--- config.mk ---
export PLATFORM = sky130hd
export DESIGN_NAME = periodic_task_window_checker_top
export DESIGN_NICKNAME = d
export VERILOG_FILES = /design/src/design/ptwc_pkg.sv /design/src/design/ptwc_datapath.sv /design/src/design/ptwc_ctrl.sv /design/src/design/periodic_task_window_checker_top.sv
export SDC_FILE = /design/constraint.sdc
export NUM_CORES = 2
export LEC_CHECK = 0
export ABC_CLOCK_PERIOD_IN_PS = 9100
export BUFFER_PORTS_ARGS = -buffer_cell sky130_fd_sc_hd__buf_2
export CAP_MARGIN = 20
export CELL_PAD_IN_SITES_DETAIL_PLACEMENT = 1
export CELL_PAD_IN_SITES_GLOBAL_PLACEMENT = 1
export CORE_MARGIN = 10
export CORE_UTILIZATION = 46
export DETAILED_ROUTE_END_ITERATION = 10
export PLACE_DENSITY = 0.83
export SLEW_MARGIN = 20
export SYNTH_ARGS = -nofsm -noshare
export SYNTH_HDL_FRONTEND = slang
export SYNTH_SLANG_ARGS = --single-unit
export TNS_END_PERCENT = 20
--- constraint.sdc ---
create_clock -name i_clk -period 9.1 [get_ports i_clk]
set_input_delay 2.275 -clock i_clk [delete_from_list [all_inputs] [get_ports i_clk]]
set_output_delay 2.275 -clock i_clk [all_outputs]
set_load 0.005 [all_outputs]
--- src/design/ptwc_pkg.sv ---
// Shared types, constants and command bundle of the periodic task window checker.
package ptwc_pkg;

    localparam int REG_W         = 20;
    localparam int IN_TIME_W     = 32;
    localparam int CFG_IDX_W     = 2;
    localparam int TIME_BITS_DEF = 32;

    localparam logic [REG_W-1:0] PERIOD_RST = 20'd1000000;
    localparam logic [REG_W-1:0] RIGHT_RST  = 20'd1000000;

    // configuration register indexes
    localparam logic [CFG_IDX_W-1:0] CFG_PERIOD   = 2'd0;
    localparam logic [CFG_IDX_W-1:0] CFG_DURATION = 2'd1;
    localparam logic [CFG_IDX_W-1:0] CFG_LEFT     = 2'd2;
    localparam logic [CFG_IDX_W-1:0] CFG_RIGHT    = 2'd3;

    typedef struct packed {
        logic [IN_TIME_W-1:0] current_time;
        logic [IN_TIME_W-1:0] alt_deadline;
        logic                 mode;
        logic [IN_TIME_W-1:0] record_time;
    } t_in_req;

    typedef struct packed {
        logic             ready_res;
        logic             on_time;
        logic             on_time_alt;
        logic             missed;
        logic             finished;
        logic             ran_this_period;
        logic [REG_W-1:0] slack;
    } t_out_res;

    // controller to datapath commands
    typedef struct packed {
        logic load;
        logic div_start_t;
        logic div_start_l;
        logic div_step;
        logic calc1;
        logic calc2;
        logic calc3;
        logic calc4;
        logic store;
    } t_cmd;

endpackage

--- src/design/ptwc_datapath.sv ---
// Datapath: config registers, stored execution time, serial remainder unit, result math.
module ptwc_datapath
    import ptwc_pkg::*;
#(
    parameter int TIME_BITS = TIME_BITS_DEF
) (
    input  logic                 i_clk,
    input  logic                 i_rst_n,
    input  logic                 i_cfg_we,
    input  logic [CFG_IDX_W-1:0] i_cfg_idx,
    input  logic [REG_W-1:0]     i_cfg_data,
    input  t_in_req              i_in_data,
    input  t_cmd                 i_cmd,
    output t_out_res             o_out_data
);

    // time width actually carried: inputs are 32 bits
    localparam int TW = (TIME_BITS < IN_TIME_W) ? TIME_BITS : IN_TIME_W;
    // unwrapped working width for sums of a time and two register values
    localparam int WW = ((TW > REG_W) ? TW : REG_W) + 2;

    logic [REG_W-1:0] r_period, r_duration, r_left, r_right;
    logic [TW-1:0]    r_last;
    logic [TW-1:0]    r_t, r_alt, r_lw;
    logic [TW-1:0]    r_dvd;
    logic [REG_W-1:0] r_rem, r_rt;
    logic [TW-1:0]    r_p, r_lbase;
    logic             r_at_start, r_lmod0;
    logic [WW-1:0]    r_win_lo, r_win_hi, r_fin_t, r_miss_bnd, r_prev_lo, r_prev_hi;
    logic [WW-1:0]    r_from, r_room;
    logic             r_sl_zero;
    logic             r_ready, r_on_time, r_on_alt, r_missed, r_finished, r_ran;
    t_out_res         r_out;

    logic [REG_W-1:0] per_eff;
    logic [REG_W:0]   rem_sh;
    logic [REG_W:0]   rem_sub;
    logic [WW-1:0]    t_w, alt_w, lw_w, p_w, dur_w, left_w, right_w, per_w;
    logic [WW-1:0]    from_c;
    logic             in_win_last;
    logic [WW-1:0]    slack_diff;

    assign per_eff = (r_period == '0) ? REG_W'(1) : r_period;

    // one restoring remainder step
    assign rem_sh  = {r_rem, r_dvd[TW-1]};
    assign rem_sub = rem_sh - {1'b0, per_eff};

    assign t_w     = WW'(r_t);
    assign alt_w   = WW'(r_alt);
    assign lw_w    = WW'(r_lw);
    assign p_w     = WW'(r_p);
    assign dur_w   = WW'(r_duration);
    assign left_w  = WW'(r_left);
    assign right_w = WW'(r_right);
    assign per_w   = WW'(per_eff);

    assign from_c      = (t_w > r_win_lo) ? t_w : r_win_lo;
    assign in_win_last = (lw_w > r_win_lo) && (lw_w <= r_win_hi);
    assign slack_diff  = r_room - dur_w;

    always_ff @(posedge i_clk) begin
        if (!i_rst_n) begin
            r_period   <= PERIOD_RST;
            r_duration <= '0;
            r_left     <= '0;
            r_right    <= RIGHT_RST;
            r_last     <= '0;
        end else begin
            if (i_cfg_we) begin
                case (i_cfg_idx)
                    CFG_PERIOD:   r_period   <= i_cfg_data;
                    CFG_DURATION: r_duration <= i_cfg_data;
                    CFG_LEFT:     r_left     <= i_cfg_data;
                    CFG_RIGHT:    r_right    <= i_cfg_data;
                    default: ;
                endcase
            end
            if (i_cmd.load && i_in_data.mode) begin
                r_last <= i_in_data.record_time[TW-1:0];
            end
        end
    end

    always_ff @(posedge i_clk) begin
        if (i_cmd.load) begin
            r_t   <= i_in_data.current_time[TW-1:0];
            r_alt <= i_in_data.alt_deadline[TW-1:0];
            r_lw  <= r_last;    // results use the value before the record
        end

        if (i_cmd.div_start_t) begin
            r_dvd <= i_in_data.current_time[TW-1:0];
            r_rem <= '0;
        end else if (i_cmd.div_start_l) begin
            r_dvd <= r_lw;
            r_rem <= '0;
            r_rt  <= r_rem;
        end else if (i_cmd.div_step) begin
            r_dvd <= r_dvd << 1;
            r_rem <= rem_sub[REG_W] ? rem_sh[REG_W-1:0] : rem_sub[REG_W-1:0];
        end

        if (i_cmd.calc1) begin
            r_p        <= r_t - TW'(r_rt);
            r_lbase    <= r_lw - TW'(r_rem);
            r_at_start <= (r_rt == '0);
            r_lmod0    <= (r_rem == '0);
        end

        if (i_cmd.calc2) begin
            r_win_lo   <= p_w + left_w;
            r_win_hi   <= p_w + right_w;
            r_fin_t    <= t_w + dur_w;
            r_miss_bnd <= r_lmod0 ? (lw_w + right_w) : (WW'(r_lbase) + right_w + per_w);
            // only used at a period start with t > 0, where p >= period
            r_prev_lo  <= p_w + left_w - per_w;
            r_prev_hi  <= p_w + right_w - per_w;
        end

        if (i_cmd.calc3) begin
            r_from <= from_c;
            if (r_at_start) begin
                r_ready <= (r_left == '0);
            end else if (in_win_last) begin
                r_ready <= 1'b0;
            end else begin
                r_ready <= (t_w >= r_win_lo) && (t_w < r_win_hi);
            end
            if (!r_at_start && (lw_w > r_win_lo)) begin
                r_on_time <= 1'b1;
                r_on_alt  <= 1'b1;
            end else begin
                r_on_time <= (r_fin_t <= r_win_hi);
                r_on_alt  <= (r_fin_t <= alt_w);
            end
            r_missed <= (t_w > r_miss_bnd);
            r_ran    <= (lw_w > p_w);
            if (r_t == '0) begin
                r_finished <= 1'b0;
            end else if (r_at_start) begin
                r_finished <= (lw_w <= r_prev_hi) && (lw_w > r_prev_lo);
            end else begin
                r_finished <= (lw_w > p_w);
            end
        end

        if (i_cmd.calc4) begin
            r_room    <= r_win_hi - r_from;
            r_sl_zero <= (r_from >= r_win_hi);
        end

        if (i_cmd.store) begin
            r_out.ready_res       <= r_ready;
            r_out.on_time         <= r_on_time;
            r_out.on_time_alt     <= r_on_alt;
            r_out.missed          <= r_missed;
            r_out.finished        <= r_finished;
            r_out.ran_this_period <= r_ran;
            r_out.slack           <= (r_sl_zero || (r_room <= dur_w)) ? '0
                                                                       : slack_diff[REG_W-1:0];
        end
    end

    assign o_out_data = r_out;

endmodule

--- src/design/ptwc_ctrl.sv ---
// Controller: sequences the two remainder passes, the result steps and the handshakes.
module ptwc_ctrl
    import ptwc_pkg::*;
#(
    parameter int TIME_BITS = TIME_BITS_DEF
) (
    input  logic i_clk,
    input  logic i_rst_n,
    input  logic i_in_valid,
    output logic o_in_stall,
    output logic o_out_valid,
    input  logic i_out_stall,
    output t_cmd o_cmd
);

    localparam int TW = (TIME_BITS < IN_TIME_W) ? TIME_BITS : IN_TIME_W;
    localparam int CW = $clog2(TW);

    typedef enum logic [3:0] {
        S_IDLE, S_DIV_T, S_SWAP, S_DIV_L, S_CALC1, S_CALC2, S_CALC3, S_CALC4, S_STORE
    } t_state;

    t_state        r_state, n_state;
    logic [CW-1:0] r_cnt, n_cnt;
    logic          r_out_valid, n_out_valid;
    logic          in_acc, out_free, last_step;

    assign in_acc    = i_in_valid && (r_state == S_IDLE);
    assign out_free  = !r_out_valid || !i_out_stall;
    assign last_step = (r_cnt == CW'(TW - 1));

    always_comb begin
        o_cmd             = '0;
        o_cmd.load        = in_acc;
        o_cmd.div_start_t = in_acc;
        o_cmd.div_step    = (r_state == S_DIV_T) || (r_state == S_DIV_L);
        o_cmd.div_start_l = (r_state == S_SWAP);
        o_cmd.calc1       = (r_state == S_CALC1);
        o_cmd.calc2       = (r_state == S_CALC2);
        o_cmd.calc3       = (r_state == S_CALC3);
        o_cmd.calc4       = (r_state == S_CALC4);
        o_cmd.store       = (r_state == S_STORE) && out_free;
    end

    always_comb begin
        n_state     = r_state;
        n_cnt       = r_cnt;
        n_out_valid = r_out_valid && i_out_stall;
        case (r_state)
            S_IDLE: begin
                n_cnt = '0;
                if (i_in_valid) n_state = S_DIV_T;
            end
            S_DIV_T: begin
                n_cnt = r_cnt + 1'b1;
                if (last_step) n_state = S_SWAP;
            end
            S_SWAP: begin
                n_cnt   = '0;
                n_state = S_DIV_L;
            end
            S_DIV_L: begin
                n_cnt = r_cnt + 1'b1;
                if (last_step) n_state = S_CALC1;
            end
            S_CALC1: n_state = S_CALC2;
            S_CALC2: n_state = S_CALC3;
            S_CALC3: n_state = S_CALC4;
            S_CALC4: n_state = S_STORE;
            S_STORE: begin
                if (out_free) begin
                    n_out_valid = 1'b1;
                    n_state     = S_IDLE;
                end
            end
            default: n_state = S_IDLE;
        endcase
    end

    always_ff @(posedge i_clk) begin
        if (!i_rst_n) begin
            r_state     <= S_IDLE;
            r_cnt       <= '0;
            r_out_valid <= 1'b0;
        end else begin
            r_state     <= n_state;
            r_cnt       <= n_cnt;
            r_out_valid <= n_out_valid;
        end
    end

    assign o_in_stall  = (r_state != S_IDLE);
    assign o_out_valid = r_out_valid;

    a_div_len: assert property (@(posedge i_clk) disable iff (!i_rst_n)
        (r_state == S_DIV_T) && last_step |=> (r_state == S_SWAP))
        else $error("first remainder pass did not end after its bit count");

    a_no_overwrite: assert property (@(posedge i_clk) disable iff (!i_rst_n)
        o_cmd.store |-> (!r_out_valid || !i_out_stall))
        else $error("result register written while a result is pending");

    a_valid_src: assert property (@(posedge i_clk) disable iff (!i_rst_n)
        $rose(r_out_valid) |-> ($past(r_state) == S_STORE))
        else $error("result valid raised outside the store step");

    a_calc_order: assert property (@(posedge i_clk) disable iff (!i_rst_n)
        (r_state == S_CALC1) |-> ($past(r_state) == S_DIV_L))
        else $error("result math started without the second remainder pass");

endmodule

--- src/design/periodic_task_window_checker_top.sv ---
// Top level of the periodic task window checker: controller plus datapath.
// One request is taken at a time; its result is registered once both remainder
// passes over TW = min(TIME_BITS, 32) bits and the result steps are done, and the
// next request is taken the cycle after the result is registered. Both passes use
// a single bit-serial remainder unit, one quotient bit per cycle, that runs twice
// per request: once for the query time and once for the stored execution time,
// each modulo the period register. A result held in the output register does not
// block the next request; only a second result finishing before the first is
// taken waits. Configuration writes go straight to the registers and must only
// happen while no request is in flight.
module periodic_task_window_checker_top
    import ptwc_pkg::*;
#(
    parameter int TIME_BITS = TIME_BITS_DEF
) (
    input  logic                 i_clk,
    input  logic                 i_rst_n,
    // request channel
    input  logic                 i_in_valid,
    output logic                 o_in_stall,
    input  t_in_req              i_in_data,
    // result channel
    output logic                 o_out_valid,
    input  logic                 i_out_stall,
    output t_out_res             o_out_data,
    // configuration write port
    input  logic                 i_cfg_we,
    input  logic [CFG_IDX_W-1:0] i_cfg_idx,
    input  logic [REG_W-1:0]     i_cfg_data
);

    t_cmd cmd;

    ptwc_ctrl #(
        .TIME_BITS(TIME_BITS)
    ) u_ctrl (
        .i_clk       (i_clk),
        .i_rst_n     (i_rst_n),
        .i_in_valid  (i_in_valid),
        .o_in_stall  (o_in_stall),
        .o_out_valid (o_out_valid),
        .i_out_stall (i_out_stall),
        .o_cmd       (cmd)
    );

    ptwc_datapath #(
        .TIME_BITS(TIME_BITS)
    ) u_dp (
        .i_clk      (i_clk),
        .i_rst_n    (i_rst_n),
        .i_cfg_we   (i_cfg_we),
        .i_cfg_idx  (i_cfg_idx),
        .i_cfg_data (i_cfg_data),
        .i_in_data  (i_in_data),
        .i_cmd      (cmd),
        .o_out_data (o_out_data)
    );

endmodule
==> qor.txt <==
Final Max Slew Viols - 0
global-route wire length before repair - 232500 um
final period utilization - 63.94%
post-route cell area - 50770 um^2
GPL Wtd Cong - 0.9430
Mapped Cells - 4675
worst-skew pair later-pin latency - 670 ps
antenna cells - 0
PortBufs - 151
Post-Layout Cell Count - 6191
largest net degree at the start of global routing - 177
number of buffers created by CTS - 78
DRC - 0
DP HPWL - 123100 um
CP Max Fanout - 5
synth top area cells - edfxtp_1 (34%), ha_1 (16%), dfxtp_1 (6.2%), xnor2_1 (4.3%), nand2_1 (3.9%)
Synth top area share - 33.79%
Fillers - 11008
Pwr Total - 7.845 mW
critical path class - flip-flop to flip-flop
vias - 37284
die height - 335.4 um
detailed-route wire length per cell - 25.08 um
die width - 335.4 um
CP endpoint kind - flip-flop
Most used DFF post-synth - edfxtp_1
# clock sinks - 657
Slowest cell on crit path - a2111oi_4
Starting Density - 46.43%
vias per inst - 6.022
Avg Inst Size Synth - 9.790 um^2
Seq cells post-synth - 657
RSZ-0062 raised after global routing - false
initial antenna violation count - 6
Hold Vio Cnt, Final - 0
Worst slew margin - 26.21%
maxcap violations - 0
critical path startpoint category - flip-flop
VDD IR max - 0.0001449 V
Clock transition at path regs - 60 ps
area leader, netlist - edfxtp_1
Worst Max-Slew Pin Slew - 1107 ps
slowest stage delay, CP - 550 ps
layout cell share with drive strength beyond 1 - 8.279%
crit-path leading delay family - compound AO/OA/AOI/OAI gates
Unique masters post-synth - 96
sequential fraction of the synthesis area - 40.00%
EDFF count, synth - 515
placed insts - 6047
DRT iter0 DRCs - 3027
Final Skew - 43.96 ps
Syn. warnings - 0
fin util - 51.51%
Achievable Freq - 0.1719 GHz
setup TNS - 0 ps
Core Rows - 115
vias in the first global route - 39517
area post-placement - 48150 um^2
WL met1 - 64990 um
Data arrival, critical path - 6220 ps
post-CTS resize count - 0
Hold Path Class - flip-flop to flip-flop
htree depth - 3
min Tclk post-route - 5819 ps
nets@finish - 5572
Req. time, crit path - 9500 ps
I/O pins - 152
Total GRT Usage - 26.93%
synthesized area - 45770 um^2
Area Overhead vs Synth - 10.93%
drt first pass iters - 6
routed wl met2 - 73210 um
highest metal used - met5
met3 wire length - 9603 um
setup violators final - 0
outcome - finished, final reports clean
post-CTS setup buffer count - 0
CTS tree - done
CP Cell Sequence - ha_1 -> fa_1 -> a211oi_1 -> o211ai_1 -> a21oi_1 -> nor2_1 -> nor2_1 -> o21bai_1 -> a21oi_1 -> xnor2_1 -> ha_1 -> o21a_1 -> o21a_1 -> o22a_1 -> o31a_1 -> a31o_1 -> a31o_2 -> nor2b_1 -> a2111oi_4 -> nor3b_2 -> xnor2_1
Core Area - 98560 um^2
Clock Tree Buf Depth - 3
Buffers & Inverters on Critical Path - 0
Synthesized Nets - 5407
Leak - 21.66 nW
ANT nets after route - 0
PwrDens - 154.5 nW/um^2
total wire length - 155200 um
Post-CTS Hold Buffers - 0
grt total ovfl - 0
Die Footprint - 112500 um^2
root buf cell - clkbuf_16
Post-synth ARST share - 0%
-- cell families (layout without fill, tap and decap cells) --
group	count (synthesis)	after routing	synth area share, %
AOI/OAI and AO/OA	1149	1149	16.93
xor gates and xnor gates	341	341	6.586
adders and majority gates	608	608	16.83
buffers and inverters	564	793	4.631
DFF	657	657	40.00
muxes	64	64	1.484
other	1	1	0.008194
and+or+nand+nor	1291	1291	13.53
-- placed cells by master, fill, tap and decap left out, types with 40 or more instances in the layout --
cell type,count
edfxtp_1,515
o21a_1,60
ha_1,595
clkbuf_16,81
nand3_1,88
a21boi_0,120
a21o_1,190
dfxtp_1,142
nand2_1,474
nor2_1,252
buf_4,49
nand2b_1,48
nor2b_1,72
nor3_1,75
xnor2_1,225
o21ai_0,166
inv_1,446
o21bai_1,40
nand4_1,91
xor2_1,113
a21oi_1,265
buf_2,151
-- layout make-up --
class / instances / area [um^2] / area share, %
multi-input cells: 3454 / 25410 / 50.06
flip-flops and latches: 657 / 18310 / 36.06
clock buffers: 103 / 2140 / 4.214
inverters: 448 / 1682 / 3.312
well taps: 1287 / 1610 / 3.172
repair buffers: 201 / 1144 / 2.252
clock inverters: 41 / 474.2 / 0.9340
-- where the power goes --
group          switching (mW)  internal (mW)
clock                    1.35           1.94
sequential              0.102           3.34
combinational           0.685          0.432
total                    2.13           5.71
-- stage by stage --
| stage | hold WS [ps] | setup slack [ps] |
|---|---|---|
| finish | 415.0 | 3281 |
| global route | 430.2 | 2902 |
| CTS | 417.9 | 3357 |
| detailed placement | 405.7 | 3424 |
| global placement | 404.4 | 3519 |
| floorplan | 400.3 | 2711 |
-- path summary, 6_finish.rpt --
path	startpoint	end	slack, ps	cells past startpoint
max	u_dp.r_p[0]	u_dp.r_prev_lo[28]	3280	21
min	u_dp.r_finished	u_dp.o_out_data[21]	410	0
max reg2reg	u_dp.r_p[0]	u_dp.r_prev_lo[28]	3280	21
min reg2reg	u_dp.r_finished	u_dp.o_out_data[21]	410	0
-- synthesized netlist by cell type, types with 39 or more instances --
| master | count |
|---|---|
| xnor2_1 | 226 |
| a21boi_0 | 120 |
| a21o_1 | 190 |
| xor2_1 | 113 |
| nor2_1 | 255 |
| nor4_1 | 39 |
| inv_1 | 446 |
| nor3_1 | 77 |
| o21a_1 | 60 |
| nand2b_1 | 48 |
| o21ai_0 | 166 |
| nand4_1 | 91 |
| nor2b_1 | 72 |
| nand2_1 | 475 |
| a211oi_1 | 39 |
| o21bai_1 | 40 |
| edfxtp_1 | 515 |
| nand3_1 | 88 |
| dfxtp_1 | 142 |
| ha_1 | 595 |
| a21oi_1 | 266 |
| clkbuf_1 | 109 |
-- metal layers --
metal | vias to the layer above | GRT usage, %
met1 | 18547 | 33.74
met2 | 1141 | 45.76
li1 | 17266 | -
met5 | - | 0
met4 | 8 | 12.12
met3 | 322 | 3.662
-- state kept, by name (all words and copies together), names as in the netlist, 4 cells and up --
register	count
u_ctrl.r_cnt	5
u_ctrl.r_state	4
u_dp.o_out_data	26
u_dp.r_alt	32
u_dp.r_duration	20
u_dp.r_dvd	32
u_dp.r_fin_t	33
u_dp.r_from	33
u_dp.r_last	32
u_dp.r_lbase	32
u_dp.r_left	20
u_dp.r_lw	32
u_dp.r_miss_bnd	34
u_dp.r_p	32
u_dp.r_period	20
u_dp.r_prev_hi	34
u_dp.r_prev_lo	34
u_dp.r_rem	20
u_dp.r_right	20
u_dp.r_room	34
u_dp.r_rt	20
u_dp.r_t	32
u_dp.r_win_hi	33
u_dp.r_win_lo	33
(Power assumes the default switching activity.)
